<file path="config.mk">
export PLATFORM = sky130hd
export DESIGN_NAME = sha256_stream_hash
export DESIGN_NICKNAME = d
export VERILOG_FILES = /design/src/rtl/core/sha_pkg.sv /design/src/rtl/core/sha256_stream_hash.sv /design/src/rtl/core/sha_round.sv
export SDC_FILE = /design/constraint.sdc
export NUM_CORES = 2
export LEC_CHECK = 0
export BUFFER_PORTS_ARGS = -buffer_cell sky130_fd_sc_hd__buf_2
export CORE_UTILIZATION = 36
export DETAILED_ROUTE_END_ITERATION = 12
export GPL_TIMING_DRIVEN = 0
export PLACE_DENSITY = 0.59
export SKIP_CTS_REPAIR_TIMING = 1
export SYNTH_ARGS = -nofsm -noshare
export SYNTH_HDL_FRONTEND = slang
export SYNTH_SLANG_ARGS = --single-unit
export TNS_END_PERCENT = 5
</file>
<file path="constraint.sdc">
create_clock -name clock -period 8.45 [get_ports clock]
set_input_delay 1.69 -clock clock [delete_from_list [all_inputs] [get_ports clock]]
set_output_delay 1.69 -clock clock [all_outputs]
set_load 0.1 [all_outputs]
</file>
<file path="src/rtl/core/sha_pkg.sv">
// ----------------------------------------------------------------------------
// sha_pkg
// Constants and helper functions for the SHA-256 stream hash.
// ----------------------------------------------------------------------------
package sha_pkg;

   localparam logic [31:0] ROUND_K [64] = '{
      32'h428a2f98, 32'h71374491, 32'hb5c0fbcf, 32'he9b5dba5,
      32'h3956c25b, 32'h59f111f1, 32'h923f82a4, 32'hab1c5ed5,
      32'hd807aa98, 32'h12835b01, 32'h243185be, 32'h550c7dc3,
      32'h72be5d74, 32'h80deb1fe, 32'h9bdc06a7, 32'hc19bf174,
      32'he49b69c1, 32'hefbe4786, 32'h0fc19dc6, 32'h240ca1cc,
      32'h2de92c6f, 32'h4a7484aa, 32'h5cb0a9dc, 32'h76f988da,
      32'h983e5152, 32'ha831c66d, 32'hb00327c8, 32'hbf597fc7,
      32'hc6e00bf3, 32'hd5a79147, 32'h06ca6351, 32'h14292967,
      32'h27b70a85, 32'h2e1b2138, 32'h4d2c6dfc, 32'h53380d13,
      32'h650a7354, 32'h766a0abb, 32'h81c2c92e, 32'h92722c85,
      32'ha2bfe8a1, 32'ha81a664b, 32'hc24b8b70, 32'hc76c51a3,
      32'hd192e819, 32'hd6990624, 32'hf40e3585, 32'h106aa070,
      32'h19a4c116, 32'h1e376c08, 32'h2748774c, 32'h34b0bcb5,
      32'h391c0cb3, 32'h4ed8aa4a, 32'h5b9cca4f, 32'h682e6ff3,
      32'h748f82ee, 32'h78a5636f, 32'h84c87814, 32'h8cc70208,
      32'h90befffa, 32'ha4506ceb, 32'hbef9a3f7, 32'hc67178f2
   };

   localparam logic [31:0] INITIAL_HASH [8] = '{
      32'h6a09e667, 32'hbb67ae85, 32'h3c6ef372, 32'ha54ff53a,
      32'h510e527f, 32'h9b05688c, 32'h1f83d9ab, 32'h5be0cd19
   };

   typedef logic [31:0] word_type;

   // control from the sequencer to the round unit
   typedef struct packed {
      logic       start;   // load working variables from hash
      logic       round;   // run one round
      logic [5:0] t;       // round number
      logic       finish;  // add working variables into hash
      logic       init;    // reload initial hash
   } round_ctl_type;

   function automatic word_type rotr(word_type x, int n);
      return (x >> n) | (x << (32 - n));
   endfunction

endpackage

</file>
<file path="src/rtl/core/sha256_stream_hash.sv">
// Bytes are taken only in IDLE; a full block is compressed in the round unit (START,
// 64 ROUND steps, FINISH). End of message: padding one byte per cycle (up to 64+8
// bytes), one or two compressions, then eight digest words, one per accepted cycle.
// No byte is taken while a block runs through the 64-round loop of the shared
// round unit. Synchronous active-high reset restores the initial hash.
// ----------------------------------------------------------------------------
// sha256_stream_hash
// Byte-stream SHA-256: packs bytes, pads, sequences compressions, emits digest.
// ----------------------------------------------------------------------------
module sha256_stream_hash (
   input  logic        clock,
   input  logic        reset,
   input  logic        req_valid,
   output logic        req_ready,
   input  logic [7:0]  req_data_byte,
   input  logic        req_byte_present,
   input  logic        req_end_of_message,
   output logic        rsp_valid,
   input  logic        rsp_ready,
   output logic [31:0] rsp_digest_word,
   output logic [2:0]  rsp_word_index,
   output logic        rsp_last_word
);
   typedef enum logic [2:0] {IDLE, PAD, START, ROUND, FINISH, OUTPUT} state_type;

   state_type             state_ff, state_in;
   logic [60:0]           count_ff, count_in;
   logic [63:0]           bitlen_ff, bitlen_in;
   logic                  padding_ff, padding_in;
   logic [6:0]            pad_ff, pad_in;     // pad byte counter, jumps to 0x40 when the length bytes begin
   logic [5:0]            t_ff, t_in;
   logic [2:0]            idx_ff, idx_in;
   logic [31:0]           word_ff, word_in;
   logic                  push;
   logic [7:0]            push_byte;
   sha_pkg::round_ctl_type ctl;
   sha_pkg::word_type     rd_hash;
   logic [31:0]           packed_word;
   logic [1:0]            pos_lo;

   sha_round u_round (
      .clock(clock), .reset(reset), .ctl(ctl),
      .load_w(push && pos_lo == 2'd3), .load_idx(count_ff[5:2]),
      .load_data(packed_word), .rd_idx(idx_ff), .rd_hash(rd_hash)
   );

   assign pos_lo          = count_ff[1:0];
   assign req_ready       = (state_ff == IDLE);
   assign rsp_valid       = (state_ff == OUTPUT);
   assign rsp_digest_word = rd_hash;
   assign rsp_word_index  = idx_ff;
   assign rsp_last_word   = (idx_ff == 3'd7);

   always_comb begin
      packed_word = {word_ff[31:8], push_byte};
      case (pos_lo)
         2'd0:    packed_word = {push_byte, 24'd0};
         2'd1:    packed_word = {word_ff[31:24], push_byte, 16'd0};
         2'd2:    packed_word = {word_ff[31:16], push_byte, 8'd0};
         default: packed_word = {word_ff[31:8], push_byte};
      endcase
   end

   always_comb begin
      state_in   = state_ff;
      count_in   = count_ff;
      bitlen_in  = bitlen_ff;
      padding_in = padding_ff;
      pad_in     = pad_ff;
      t_in       = t_ff;
      idx_in     = idx_ff;
      word_in    = word_ff;
      push       = 1'b0;
      push_byte  = req_data_byte;
      ctl        = '0;
      ctl.t      = t_ff;
      case (state_ff)
         IDLE: begin
            if (req_valid) begin
               push = req_byte_present;
               if (req_end_of_message) begin
                  padding_in = 1'b1;
                  pad_in     = 7'd0;
                  bitlen_in  = {(req_byte_present ? count_ff + 61'd1 : count_ff), 3'd0};
               end
               if (req_byte_present && count_ff[5:0] == 6'd63) state_in = START;
               else if (req_end_of_message) state_in = PAD;
            end
         end
         PAD: begin
            push = 1'b1;
            if (pad_ff == 7'd0) push_byte = 8'h80;
            else if (count_ff[5:0] >= 6'd56 && pad_ff != 7'd0 &&
                     !(count_ff[5:0] == 6'd56 && pad_in == 7'd0))
               push_byte = 8'h00;
            else push_byte = 8'h00;
            // length bytes go in slots 56..63 once zero fill is done
            if (pad_ff[6] && count_ff[5:3] == 3'd7)
               push_byte = bitlen_ff[8*(7 - count_ff[2:0]) +: 8];
            pad_in = pad_ff + 7'd1;
            if (!pad_ff[6] && pad_ff != 7'd0 && count_ff[5:0] == 6'd56) begin
               // zero fill reached length slots: switch to length bytes
               pad_in    = 7'h40;
               push_byte = bitlen_ff[63:56];
            end else if (pad_ff == 7'd0 && count_ff[5:0] == 6'd55) begin
               pad_in = 7'h40;  // 0x80 lands on byte 55, length follows
            end
            if (count_ff[5:0] == 6'd63) state_in = START;
         end
         START: begin
            ctl.start = 1'b1;
            t_in      = 6'd0;
            state_in  = ROUND;
         end
         ROUND: begin
            ctl.round = 1'b1;
            t_in      = t_ff + 6'd1;
            if (t_ff == 6'd63) state_in = FINISH;
         end
         FINISH: begin
            ctl.finish = 1'b1;
            if (!padding_ff) state_in = IDLE;
            else if (pad_ff[6] && count_ff[5:0] == 6'd0) begin
               state_in = OUTPUT;
               idx_in   = 3'd0;
            end else state_in = PAD;
         end
         OUTPUT: begin
            if (rsp_ready) begin
               idx_in = idx_ff + 3'd1;
               if (idx_ff == 3'd7) begin
                  state_in   = IDLE;
                  ctl.init   = 1'b1;
                  count_in   = '0;
                  padding_in = 1'b0;
               end
            end
         end
         default: state_in = IDLE;
      endcase
      if (push) begin
         word_in  = packed_word;
         count_in = count_ff + 61'd1;
      end
   end

   always_ff @(posedge clock) begin
      if (reset) begin
         state_ff   <= IDLE;
         count_ff   <= '0;
         padding_ff <= 1'b0;
         pad_ff     <= '0;
         t_ff       <= '0;
         idx_ff     <= '0;
      end else begin
         state_ff   <= state_in;
         count_ff   <= count_in;
         padding_ff <= padding_in;
         pad_ff     <= pad_in;
         t_ff       <= t_in;
         idx_ff     <= idx_in;
      end
      bitlen_ff <= bitlen_in;
      word_ff   <= word_in;
   end
endmodule

</file>
<file path="src/rtl/core/sha_round.sv">
// ----------------------------------------------------------------------------
// sha_round
// Shared compression round: message schedule window, working variables and
// hash words, one round per cycle.
// ----------------------------------------------------------------------------
module sha_round (
   input  logic                   clock,
   input  logic                   reset,
   input  sha_pkg::round_ctl_type ctl,
   input  logic                   load_w,
   input  logic [3:0]             load_idx,
   input  sha_pkg::word_type      load_data,
   input  logic [2:0]             rd_idx,
   output sha_pkg::word_type      rd_hash
);
   sha_pkg::word_type w_ff [16];
   sha_pkg::word_type v_ff [8];
   sha_pkg::word_type h_ff [8];
   sha_pkg::word_type w_t, s0, s1, w_new, t1, t2, ch, maj;

   // window slot 0 always holds w[t]
   always_comb begin
      w_t   = w_ff[0];
      s0    = sha_pkg::rotr(w_ff[1], 7) ^ sha_pkg::rotr(w_ff[1], 18) ^ (w_ff[1] >> 3);
      s1    = sha_pkg::rotr(w_ff[14], 17) ^ sha_pkg::rotr(w_ff[14], 19)
              ^ (w_ff[14] >> 10);
      w_new = s1 + w_ff[9] + s0 + w_ff[0];
      ch    = (v_ff[4] & v_ff[5]) ^ (~v_ff[4] & v_ff[6]);
      maj   = (v_ff[0] & v_ff[1]) ^ (v_ff[0] & v_ff[2]) ^ (v_ff[1] & v_ff[2]);
      t1    = v_ff[7] + (sha_pkg::rotr(v_ff[4], 6) ^ sha_pkg::rotr(v_ff[4], 11)
              ^ sha_pkg::rotr(v_ff[4], 25)) + ch + sha_pkg::ROUND_K[ctl.t] + w_t;
      t2    = (sha_pkg::rotr(v_ff[0], 2) ^ sha_pkg::rotr(v_ff[0], 13)
              ^ sha_pkg::rotr(v_ff[0], 22)) + maj;
   end

   assign rd_hash = h_ff[rd_idx];

   always_ff @(posedge clock) begin
      if (load_w) begin
         w_ff[load_idx] <= load_data;
      end else if (ctl.round) begin
         for (int i = 0; i < 15; i++) w_ff[i] <= w_ff[i+1];
         w_ff[15] <= w_new;
      end
      if (ctl.start) begin
         for (int i = 0; i < 8; i++) v_ff[i] <= h_ff[i];
      end else if (ctl.round) begin
         v_ff[7] <= v_ff[6]; v_ff[6] <= v_ff[5]; v_ff[5] <= v_ff[4];
         v_ff[4] <= v_ff[3] + t1;
         v_ff[3] <= v_ff[2]; v_ff[2] <= v_ff[1]; v_ff[1] <= v_ff[0];
         v_ff[0] <= t1 + t2;
      end
      if (reset || ctl.init) begin
         for (int i = 0; i < 8; i++) h_ff[i] <= sha_pkg::INITIAL_HASH[i];
      end else if (ctl.finish) begin
         for (int i = 0; i < 8; i++) h_ff[i] <= h_ff[i] + v_ff[i];
      end
   end
endmodule

</file>
-- Word level (Yosys, flattened, before mapping)
Memory sizes are Yosys's and may differ from the RTL's. A register that Yosys moved wholly into a read port is not among the register bits.
Index checks and enable logic that the tools add are counted.
- $add $sub $neg: 23
- $lt $le $gt $ge: 1
- eq/ne operators: 23
- shift operators: 1
- muxes and demuxes: 80
- bitwise logic cells: 44
- reductions and logical operators: 28
- operator list (cell ; count):
    32-bit 2-to-1 mux ; 19
    32-bit adder ; 18
    61-bit 2-to-1 mux ; 5
    32-bit XOR ; 9
    32-bit bitwise AND ; 5
    32-bit case mux with 3 select lines ; 1
    64-bit by 33-bit variable part select with 8-bit output ; 1
    61-bit by 1-bit adder with 61-bit output (second input constant) ; 1
    3-bit 2-to-1 mux ; 14
    8-bit 2-to-1 mux ; 4
    32-bit NOT ; 1
    10-bit by 32-bit bitwise OR with 32-bit output ; 1
    13-bit by 32-bit bitwise OR with 32-bit output ; 1
    14-bit by 32-bit bitwise OR with 32-bit output ; 1
    15-bit by 32-bit bitwise OR with 32-bit output ; 1
    19-bit by 32-bit bitwise OR with 32-bit output ; 1
    21-bit by 32-bit bitwise OR with 32-bit output ; 1
    25-bit by 32-bit bitwise OR with 32-bit output ; 1
    26-bit by 32-bit bitwise OR with 32-bit output ; 1
    30-bit by 32-bit bitwise OR with 32-bit output ; 1
    7-bit by 32-bit bitwise OR with 32-bit output ; 1
    32-bit OR reduction ; 1
    32-bit by 22-bit XOR with 32-bit output ; 1
    32-bit by 29-bit XOR with 32-bit output ; 1
    37 further kinds ; 109
- bits in registers: 174
- bits in writable memories: 1024
- bits in read-only memories: 2048
- input port bits: 14
- output and inout bits: 38
- memories: 4
- memory list (name ; depth ; bits a word ; rd ports ; clocked after memory_dff ; wr ports ; RTL line ; RTL):
    (no name shown) ; 64 ; 32 ; 1 ; 0 ; 0 ; sha_round.sv:31 ; ^ sha_pkg::rotr(v_ff[4], 25)) + ch + sha_pkg::ROUND_K[ctl.t] + w_t;
    u_round.w_ff ; 16 ; 32 ; 16 ; 0 ; 16 ; sha_round.sv:16 ; sha_pkg::word_type w_ff [16];
    u_round.h_ff ; 8 ; 32 ; 9 ; 1 ; 8 ; sha_round.sv:18 ; sha_pkg::word_type h_ff [8];
    u_round.v_ff ; 8 ; 32 ; 8 ; 0 ; 8 ; sha_round.sv:17 ; sha_pkg::word_type v_ff [8];

-- Longest topological paths before layout
An unclocked memory read counts as a cell.
- depth after elaboration: 10
- mapped depth: 39

-- Hierarchy
Synthesis repeated with hierarchy kept, for this count alone.
- cell total of the unflattened synthesis: 7442
- area total of the unflattened synthesis: 77494.3 µm²
- modules (own cells, without submodules) (module ; times used ; cells an instance ; area an instance (µm²) ; sequential area each (µm²)):
    sha_round ; 1 ; 6470 ; 68321.8 ; 30749.5
    sha256_stream_hash ; 1 ; 972 ; 9172.5 ; 4174.0

-- Worst setup path before layout
Ideal clock, no wire load.
- path kind: reg2reg
- start point: register idx_ff[0], in the netlist rsp_word_index[0]
- end point: memory u_round.h_ff[0][0] (netlist bit), enable pin
- arrival time: 8189 ps
- setup slack: -367 ps
- stages on the path, launching flop included: 8
- clock period less this slack: 8817 ps
- path through: dfxtp_1 -> ha_1 -> ha_1 -> and3_1 -> nor2_1 -> clkbuf_1 -> clkbuf_1 -> nand2_1
- RTL lines (element ; RTL line ; RTL):
    from (decl) ; sha256_stream_hash.sv:32 ; logic [2:0] idx_ff, idx_in;
    from (signal assigned) ; sha256_stream_hash.sv:161 ; idx_ff <= idx_in;
    to (decl) ; sha_round.sv:18 ;

==> metrics <==
starting density of the core=36.28%; async set or reset register ratio after synthesis=0%; number of clock sinks=1193; # setup viols final=0; DR WL/cell=28.09 µm; Congestion Overflow GR=0; DP Worst Slack=-2.740 ns; CP max-delay cell=fa_1; min Tclk post-route=8.419 ns; DR DRC count=0; most frequent cells in the layout=edfxtp_1 (1109), nand2_1 (1036), xnor2_1 (428), o21a_1 (419), nor2_1 (394); CP startpoint kind=flip-flop; maximum vdd drop=between 300 and 400 µV; r2r setup slk=0.03 ns; Yosys reg bits=1193; final hold vios=0; Final Instance Count excl. Fillers=around 11k; Worst EP required=8.98 ns; worst-margin pin slew=1.572 ns; via count=~62k; Synth cell types=100; vias in the first global route=60.18k; Synthesized Nets=8047; depth of the CTS H-tree=4; I/O pin count=52; Slew Limit Headroom=-4.823%; synth warn=0; CORE AREA=0.2148 mm²; fill cell count=between 20k and 25k; clk slew on worst S/H paths=0.06 ns; crit share post-route=99.64%; Placement Cell Area=roughly 0.08 mm²; initial DRC count=7583; final slew viol count=50; failing checks=max-capacitance violations, max-slew violations; Post-Synthesis Cells=between 7k and 8k; synthesized area per cell=10.48 µm²; die area=0.2184 mm²; Worst Hold Slack=0.5129 ns; Std-Cell Rows=170; Max clock buf depth=3; max incr delay on CP=0.54 ns; 1st-pass router iterations=6; sequential cell area=~0.035 mm²; pwr dens=between 300 and 400 mW/mm²; Arrival @ worst endpoint=8.95 ns; Worst Setup Slack, final=0.03081 ns; cts bufs inserted=147; ANT nets after route=0; Mapped Area=about 0.078 mm²; Final Skew=0.07443 ns; GRT Total Usage=26.88%; outcome=complete, but fails checks; Area growth, synth to finish=14.36%; Worst Setup EP=u_round.v_ff[0][30]; kind of end point of the critical path=flip-flop; root buffer cell=clkbuf_16; multi-input logic area=0.04151 mm²; min-delay worst type=flip-flop to flip-flop; Die Y=between 400 and 500 µm; post-layout net count=8333; Setup crit start=t_ff[4]; cell area after layout=0.08914 mm²; CTS tree=yes; Critical R2R Capture=u_round.v_ff[0][30]; commonest non-fill, non-tap cell in the layout=edfxtp_1; CP max FO=10; Leak=0.03335 µW; Reg2Reg Depth=28; fmax=118.8 MHz; critical path class=flip-flop to flip-flop; port bufs=50; Placed Cells=10.35k; r2r startpoint=t_ff[4]; drt via density=5.849; largest net degree at the start of global routing=103; Die X=467.3 µm; Post-synth EDFFs=1109; Pwr Total=roughly 27000 µW; Routability Congestion=0.9962; layout cells sized above 1=a little over a tenth; Hold Path Cell Cnt=1; global-route wire length before repair=424.6 mm; Post-DP HPWL=between 200 and 250 mm; final wirelength=299.9 mm; insertion delay to the later sink of the worst-skew pair=approximately 0.86 ns; initial antenna violation count=19; sequential share of the synthesized area=44.88%; Max Cap Viol=5; Synth Flop Type=edfxtp_1
registers in the layout, indices dropped and copies added (netlist names), named ones only:
name / cells
state_ff: 3
rsp_word_index: 3
padding_ff: 1
word_ff: 24
u_round.v_ff: 256
u_round.h_ff: 256
bitlen_ff: 61
pad_ff: 7
count_ff: 61
t_ff: 6
u_round.w_ff: 512
routing by layer:
metal / part of all wire, % / global-route usage, % / routed length [µm]
met3: 8.7 / 4.305 / 26000
met2: 44 / 41.49 / 133100
met1: 43 / 37.69 / 128700
met5: 0.0043 / 0 / 13
met4: 4.0 / 10.18 / 12040
cell usage after synthesis, types with 21 or more instances:
master    count  area share, %
a211o_1      22           0.25
a211oi_1     68           0.65
a21boi_1     23           0.22
a21o_1      318            3.1
a21oi_1     420            2.7
a22o_1       27           0.30
a31oi_1      48           0.39
and2_1       21           0.17
and3_1       67           0.54
buf_1        49           0.24
buf_2        51           0.33
clkbuf_1    331            1.6
dfxtp_1      84            2.2
edfxtp_1   1109             43
fa_1        195            5.0
ha_1        402            6.5
inv_1       248            1.2
maj3_1       26           0.33
mux2_2       58           0.84
mux2i_1      22           0.28
mux4_2       84            2.4
nand2_1    1044            5.0
nand2b_1     92           0.74
nand3_1     111           0.71
nand4_1      44           0.35
nor2_1      414            2.0
nor2b_1      58           0.47
nor3_1       99           0.64
nor3b_1      25           0.24
o211ai_1     35           0.34
o21a_1      420            4.0
o21ai_0     358            2.3
o21ai_1      63           0.40
o21bai_1     43           0.41
o31ai_1      33           0.32
or3_1        41           0.33
xnor2_1     442            5.0
xor2_1      163            1.8
through the flow:
step | utilization, % | TNS [ns]
global placement | 38.05 | -8854.94
CTS | 40.61 | -95.65
finish | 41.49 | 0
global route | 41.49 | -0.1399
detailed placement | 38.37 | -93.94
floorplan | - | -134.47
final cells by class:
cell class              instances  share of cell area, %
diodes                          1               0.002807
inverters                     254                  1.099
repair buffers                146                  1.498
multi-input cells            5553                  46.57
well taps                    2838                  3.984
clock inverters                87                  1.093
clock buffers                 178                  4.302
flip-flops and latches       1193                  39.27
plain buffers                 427                  2.184
cells by family (layout without fill, tap and decap cells):
kind of cell | after synthesis | count (layout) | synth area share (%)
compound gates | 2045 | 2045 | 17.32
xor+xnor | 605 | 605 | 6.799
fa+ha+maj | 623 | 623 | 11.80
buf+inv | 690 | 1092 | 3.439
flops | 1193 | 1193 | 44.88
mux | 164 | 164 | 3.548
other cells | 0 | 1 | 0
simple gates | 2116 | 2116 | 12.21
worst min path at each step:
stage | start | to | slack [ns]
floorplan | padding_ff | padding_ff | 0.46
global placement | count_ff[60] | count_ff[60] | 0.49
detailed placement | u_round.w_ff[2][0] | u_round.w_ff[1][0] | 0.50
CTS | u_round.w_ff[10][25] | u_round.w_ff[9][25] | 0.50
global route | u_round.w_ff[2][7] | u_round.w_ff[1][7] | 0.52
finish | u_round.w_ff[5][3] | u_round.w_ff[4][3] | 0.51
worst max-delay path: cells and delay by family, from the launching register on:
kind | cells | cell delay, ns
buffers and inverters | 5 | 1.18
adders and majority gates | 6 | 2.70
AOI/OAI and AO/OA | 13 | 2.60
DFF | 1 | 0.48
and+or+nand+nor | 2 | 0.39
xor gates and xnor gates | 2 | 0.71
power breakdown:
| group | switching (µW) | internal [µW] | total, µW |
|---|---|---|---|
| logic | 8070 | 5510 | 13600 |
| clock network | 2840 | 3590 | 6430 |
| registers | 244 | 6880 | 7120 |
Note: power is estimated with default switching activity, not from simulation.
